File: src/msbg_pkg.sv
// ----------------------------------------------------------------------------
// msbg_pkg: shared definitions for the modular squaring bit generator
// Widths, modulus constants and sequencer states.
// ----------------------------------------------------------------------------
package msbg_pkg;

    localparam int MAX_BITS_DEF = 32;
    localparam int OUT_W        = 32;
    localparam int REQ_W        = 6;
    localparam int ST_W         = 16;
    localparam int WORK_W       = 32;
    localparam int RED_W        = 17;

    localparam logic [RED_W-1:0] MODULUS = 17'd64829;
    localparam logic [9:0]       FOLD_K  = 10'd707;   // 2^16 mod 64829
    localparam logic [ST_W-1:0]  SEED    = 16'h667d;

    typedef enum logic [2:0] {
        ST_IDLE,
        ST_SQ,
        ST_F1,
        ST_F2,
        ST_F3,
        ST_HOLD
    } seq_state_t;

endpackage

File: src/modular_squaring_bit_generator.sv
// ----------------------------------------------------------------------------
// modular_squaring_bit_generator: squaring-mod-64829 random bit source
// One shared multiply-add unit squares the state and makes two folds; a
// final fold and subtract bring it below 64829; one bit is drawn per squaring.
// ----------------------------------------------------------------------------
//  channel | signals                          | direction
//  req     | req_valid, req_ready, bit_count  | in
//  rsp     | rsp_valid, rsp_ready, random_bits| out
//
//  A request of n bits (n saturated to MAX_BITS) runs one round per bit:
//  each bit is square, two multiply folds by 707, final fold and subtract.
//  A zero request goes straight from idle to the output hold state.
//  req_ready is high only while the sequencer is idle; a finished beat waits
//  in the output register while the next request is taken.
//  Reset loads the state with 0x667d.
module modular_squaring_bit_generator #(
    parameter int MAX_BITS = msbg_pkg::MAX_BITS_DEF
) (
    input  logic                        clk,
    input  logic                        rst_n,
    input  logic                        req_valid,
    output logic                        req_ready,
    input  logic [msbg_pkg::REQ_W-1:0]  bit_count,
    output logic                        rsp_valid,
    input  logic                        rsp_ready,
    output logic [msbg_pkg::OUT_W-1:0]  random_bits
);
    import msbg_pkg::*;

    localparam int CNT_W = $clog2(MAX_BITS + 1);

    seq_state_t            st_reg, st_next;
    logic [CNT_W-1:0]      cnt_reg, cnt_next;
    logic [ST_W-1:0]       gen_state_reg, gen_state_next;
    logic [WORK_W-1:0]     work_reg, work_next;
    logic [MAX_BITS-1:0]   bits_reg, bits_next;
    logic                  rsp_valid_reg, rsp_valid_next;
    logic [OUT_W-1:0]      random_bits_reg, random_bits_next;

    logic [ST_W-1:0]       mul_a, mul_b, mul_add;
    logic [WORK_W-1:0]     mac;
    logic [3:0]            hi_small;
    logic [RED_W-1:0]      fold_sum, red;
    logic                  load_out;

    assign mac = (WORK_W'(mul_a) * WORK_W'(mul_b)) + WORK_W'(mul_add);

    assign hi_small = work_reg[19:16];
    assign fold_sum = {1'b0, work_reg[ST_W-1:0]} + (RED_W'(hi_small) * RED_W'(FOLD_K));
    assign red      = (fold_sum >= MODULUS) ? (fold_sum - MODULUS) : fold_sum;

    assign load_out = (st_reg == ST_HOLD) && (!rsp_valid_reg || rsp_ready);

    always_comb
    begin
        st_next          = st_reg;
        cnt_next         = cnt_reg;
        gen_state_next   = gen_state_reg;
        work_next        = work_reg;
        bits_next        = bits_reg;
        rsp_valid_next   = rsp_valid_reg;
        random_bits_next = random_bits_reg;
        mul_a            = gen_state_reg;
        mul_b            = gen_state_reg;
        mul_add          = '0;
        req_ready        = 1'b0;

        if (rsp_valid_reg && rsp_ready)
        begin
            rsp_valid_next = 1'b0;
        end

        case (st_reg)
            ST_IDLE:
            begin
                req_ready = 1'b1;
                if (req_valid)
                begin
                    bits_next = '0;
                    if (bit_count > REQ_W'(MAX_BITS))
                    begin
                        cnt_next = CNT_W'(MAX_BITS);
                    end
                    else
                    begin
                        cnt_next = bit_count[CNT_W-1:0];
                    end
                    st_next = (bit_count == '0) ? ST_HOLD : ST_SQ;
                end
            end
            ST_SQ:
            begin
                work_next = mac;
                st_next   = ST_F1;
            end
            ST_F1, ST_F2:
            begin
                mul_a     = work_reg[WORK_W-1:ST_W];
                mul_b     = ST_W'(FOLD_K);
                mul_add   = work_reg[ST_W-1:0];
                work_next = mac;
                st_next   = (st_reg == ST_F1) ? ST_F2 : ST_F3;
            end
            ST_F3:
            begin
                gen_state_next = red[ST_W-1:0];
                bits_next      = MAX_BITS'({bits_reg, red[0]});
                cnt_next       = cnt_reg - CNT_W'(1);
                st_next        = (cnt_reg == CNT_W'(1)) ? ST_HOLD : ST_SQ;
            end
            ST_HOLD:
            begin
                if (load_out)
                begin
                    rsp_valid_next   = 1'b1;
                    random_bits_next = OUT_W'(bits_reg);
                    st_next          = ST_IDLE;
                end
            end
            default:
            begin
                st_next = ST_IDLE;
            end
        endcase
    end

    always_ff @(posedge clk or negedge rst_n)
    begin
        if (!rst_n)
        begin
            st_reg        <= ST_IDLE;
            cnt_reg       <= '0;
            gen_state_reg <= SEED;
            rsp_valid_reg <= 1'b0;
        end
        else
        begin
            st_reg        <= st_next;
            cnt_reg       <= cnt_next;
            gen_state_reg <= gen_state_next;
            rsp_valid_reg <= rsp_valid_next;
        end
    end

    always_ff @(posedge clk)
    begin
        work_reg        <= work_next;
        bits_reg        <= bits_next;
        random_bits_reg <= random_bits_next;
    end

    assign rsp_valid   = rsp_valid_reg;
    assign random_bits = random_bits_reg;

`ifndef NO_ASSERTIONS
    a_f3_narrow: assert property (@(posedge clk) disable iff (!rst_n)
        (st_reg == ST_F3) |-> (work_reg[WORK_W-1:20] == '0))
        else $error("fold residue too wide before final step");

    a_state_reduced: assert property (@(posedge clk) disable iff (!rst_n)
        (st_reg == ST_F3) |=> (RED_W'(gen_state_reg) < MODULUS))
        else $error("state not reduced below modulus");

    a_sq_count: assert property (@(posedge clk) disable iff (!rst_n)
        (st_reg == ST_SQ) |-> (cnt_reg != '0))
        else $error("squaring with no bits left");

    a_zero_req: assert property (@(posedge clk) disable iff (!rst_n)
        (req_valid && req_ready && (bit_count == '0)) |=> (st_reg == ST_HOLD))
        else $error("zero request did not go straight to output");

    a_load_out: assert property (@(posedge clk) disable iff (!rst_n)
        load_out |=> (rsp_valid && (st_reg == ST_IDLE)))
        else $error("output beat not presented after load");
`endif

endmodule

File: config.mk
export PLATFORM = sky130hd
export DESIGN_NAME = modular_squaring_bit_generator
export DESIGN_NICKNAME = d
export VERILOG_FILES = /design/src/msbg_pkg.sv /design/src/modular_squaring_bit_generator.sv
export SDC_FILE = /design/constraint.sdc
export NUM_CORES = 1
export LEC_CHECK = 0
export BUFFER_PORTS_ARGS = -buffer_cell sky130_fd_sc_hd__buf_2
export CAP_MARGIN = 25
export CORE_MARGIN = 5
export CORE_UTILIZATION = 40
export CTS_BUF_LIST = sky130_fd_sc_hd__clkbuf_4 sky130_fd_sc_hd__clkbuf_8 sky130_fd_sc_hd__clkbuf_16
export CTS_CLUSTER_DIAMETER = 120
export DETAILED_ROUTE_END_ITERATION = 10
export MAX_ROUTING_LAYER = met4
export PLACE_DENSITY_LB_ADDON = 0.3
export SLEW_MARGIN = 20
export SYNTH_ARGS = -nofsm -noshare
export SYNTH_HDL_FRONTEND = slang
export SYNTH_SLANG_ARGS = --single-unit
File: constraint.sdc
create_clock -name clk -period 20 [get_ports clk]
set_input_delay 1 -clock clk [delete_from_list [all_inputs] [get_ports clk]]
set_output_delay 1 -clock clk [all_outputs]
set_load 0.01 [all_outputs]
==> implementation parameters <==
Parameter                              Value

Floorplanning
  Number of rows in the core area ... 71
  I/O pins ... 44
  Die span in y ... 204.1 um
  Placeable Area ... 0.03740 sq mm
  Die Span X ... between 200 and 250 um
  Area of the die ... about 0.042 sq mm
  Effective utilization at floorplan ... 40.30%

Global route
  Antenna violations before repair ... 0
  Number of global-route vias before repair ... 11300
  Maximum number of pins on one net before global-route repair ... 51
  Global-route usage over all layers ... 19.12%
  Global-route wire length before repair ... 60720 um
  Total overflow reported by the global router ... 0

Routing
  Antenna viol nets, final ... 0
  Number of DRC markers after the initial detailed-route iteration ... 773
  DR vias ... 10900
  Total iterations of the first detailed-routing run ... 5
  Final wirelength ... about 37000 um
  Vias per std cell ... around 5.2
  WL/cell ... 17.74 um
  DRC violations left ... 0

Synthesis
  Area fraction of the dominant cell type after synthesis ... 28.96%
  Synth Register Bits ... 122
  Leading cell types by count after synthesis ... inv_1 (320), fa_1 (218), nand2_1 (146), ha_1 (138), and3_1 (103)
  Post-synthesis cell type count ... 72
  Largest area contributor in the netlist ... fa_1
  Proportion of synthesized flip-flops having asynchronous set or reset ... between 20% and 30%
  Most instantiated library cell after synthesis ... inv_1
  Seq/Total Area, Yosys ... 23.53%
  Synthesized cell area ... between 0.015 and 0.02 sq mm
  Post-Syn Nets ... 1923
  Syn Area/Cell ... 9.680 sq um
  Number of synthesized flops with an enable pin ... 96
  Synth Flop Type ... edfxtp_1
  Count of mapped cells out of synthesis ... between 1500 and 2000
  Yosys warning count ... 0
  Top area cells in the synthesized netlist ... fa_1 (29%), edfxtp_1 (19%), ha_1 (11%)

Setup path
  Worst Setup Start Kind ... flip-flop
  Worst R2R Setup Slack ... roughly 12 ns
  Arrival @ worst endpoint ... approximately 8.3 ns
  Crit Path Class ... flip-flop to flip-flop
  Required time of the critical path ... between 20 and 25 ns
  Library cell appearing most often on the critical path ... fa_1
  Crit path from ... st_reg[1]$_DFFE_PN0P_
  CP Capture Point ... work_reg[31]$_DFFE_PP_
  Largest incremental delay on the critical path ... around 0.74 ns
  Cell-by-cell listing of the critical path ... nand2_2, buf_4, and2_1, nand2_1, fa_1, inv_1, fa_1, fa_1, fa_1, fa_1, inv_1, fa_1, inv_1, ha_1, a21oi_1, o21a_1, o2111a_1, o31ai_1, nor2b_1, o311a_1, o41a_1, xnor2_1
  Maximum net fanout on the critical path ... 47
  Number of buffers and inverters on the critical path ... 4
  Worst-case reg-to-reg path depth ... 22
  Cell at the slowest stage of the critical path ... and2_1
  Worst R2R Start ... st_reg[1]$_DFFE_PN0P_
  Reg-to-Reg End ... work_reg[31]$_DFFE_PP_
  Capturing element type of the critical path ... flip-flop
  Delay-heaviest family, CP ... adder cells
  Crit path depth ... 22

Placement
  RePlAce Congestion ... 0.8682
  Post-DP HPWL ... 28480 um
  Buffers on Ports ... 43

Final layout
  Final-stage net count ... 1930
  N_diodes ... 0
  Synthesis-to-finish area growth ... 8.542%
  Share of post-route cells with drive strength above 1 ... under 10%

STA
  Finish-stage setup viols ... 0
  Setup repair after global routing missed its margin ... no
  Final setup TNS ... 0 ns
  Least-Margin Pin Slew ... 1.023 ns
  Fmax ... 0.1226 GHz
  Final-report hold violation count ... 0
  Worst slew slack as a fraction of its limit ... a little under a third
  Final-report max-slew violation count ... 0
  Final worst path period share ... 40.77%
  Worst Clk Skew ... just under 0.01 ns
  Clock period minus final worst setup slack ... 8.154 ns

Clock network
  CTS H-Tree Depth ... 4
  Number of CTS-inserted buffers ... 17
  Clock sink count ... 122
  Hold buffer count at CTS ... 0
  Longest Clk Path Bufs ... 2
  Post CTS Setup Buffer Count ... 0
  Clock tree from TritonCTS ... yes
  Clock Root Buffer ... clkbuf_16
  CTS resizes ... 0
  Clock edge transition at the registers on the reported setup and hold paths ... 0.06 ns
  Insertion delay of the later-clocked pin in the worst-skew pair ... 0.42 ns

Run status
  Outcome ... complete, no violations

Run
  Max-cap violations ... 0

Min path
  Worst Hold Class ... flip-flop to flip-flop
cell type report:
cell class | count | area, sq um
clock buffer | 17 | 425.4
clock inverter | 15 | 153.9
fill | 3603 | 21040
inverter | 320 | 1201
multi-input combinational | 1048 | 10090
sequential | 122 | 3546
tap | 511 | 639.4
timing repair buffer | 55 | 305.3
how the worst min path moves through the flow:
stage	start	end	depth (start not counted)
detailed placement	bits_reg[31]$_SDFFCE_PN0P_	random_bits[31]$_DFFE_PP_	0
finish	bits_reg[31]$_SDFFCE_PN0P_	random_bits[31]$_DFFE_PP_	0
floorplan	bits_reg[31]$_SDFFCE_PN0P_	random_bits[31]$_DFFE_PP_	0
global placement	bits_reg[31]$_SDFFCE_PN0P_	random_bits[31]$_DFFE_PP_	0
global route	bits_reg[31]$_SDFFCE_PN0P_	random_bits[31]$_DFFE_PP_	0
CTS	bits_reg[31]$_SDFFCE_PN0P_	random_bits[31]$_DFFE_PP_	0
per-stage QoR:
step	std cells	hold slack, ns	util, %	instance area [sq um]	worst slack (ns)
floorplan	1557	0.4003	-	15070	13.26
global placement	2056	0.4064	42.19	15780	12.04
detailed placement	2056	0.4062	42.19	15780	11.92
CTS	2088	0.4243	43.74	16360	11.92
global route	2088	0.4267	43.74	16360	11.36
finish	2088	0.4214	43.74	16360	11.85
logic make-up (layout without fill, tap and decap cells):
kind of cell    after synthesis  count (layout)  share of synthesized area, %
simple gates                436             436                         14.39
buf+inv                     387             407                         9.688
fa+ha+maj                   356             356                         40.41
compound gates              204             204                         8.891
flops                       122             122                         23.53
xor+xnor                     44              44                         2.557
mux                           8               8                        0.5396
cell usage in the layout (no fill, tap or decap), types with 5 or more instances in the layout:
cell,Yosys,layout
a21o_1,11,11
a21oi_1,60,60
a31oi_1,11,11
and2_1,25,25
and3_1,103,103
buf_2,3,43
buf_4,1,12
clkbuf_16,0,17
dfrtp_1,16,16
dfstp_2,10,10
edfxtp_1,96,96
fa_1,218,218
ha_1,138,138
inv_1,320,320
mux2i_1,7,7
nand2_1,146,145
nand2b_1,14,14
nand3_1,14,14
nor2_1,75,73
nor2b_1,7,5
nor3_1,15,15
o21a_1,15,15
o21ai_0,38,38
o21ai_1,5,5
o21bai_1,7,7
o31ai_1,8,8
or2_2,7,7
or3_1,7,7
xnor2_1,32,32
xor2_1,12,12
routing by layer:
layer	vias to the layer above	share of wire (%)	track usage (%)
met2	323	48	31.05
met4	0	3.1	6.102
met1	5467	43	24.55
li1	5041	-	-
met3	69	5.8	3.396
met5	-	0	-
Power is left out: the tool's default activity adds up to more than one toggle a clock period on the data nets, which glitch-free logic cannot reach.
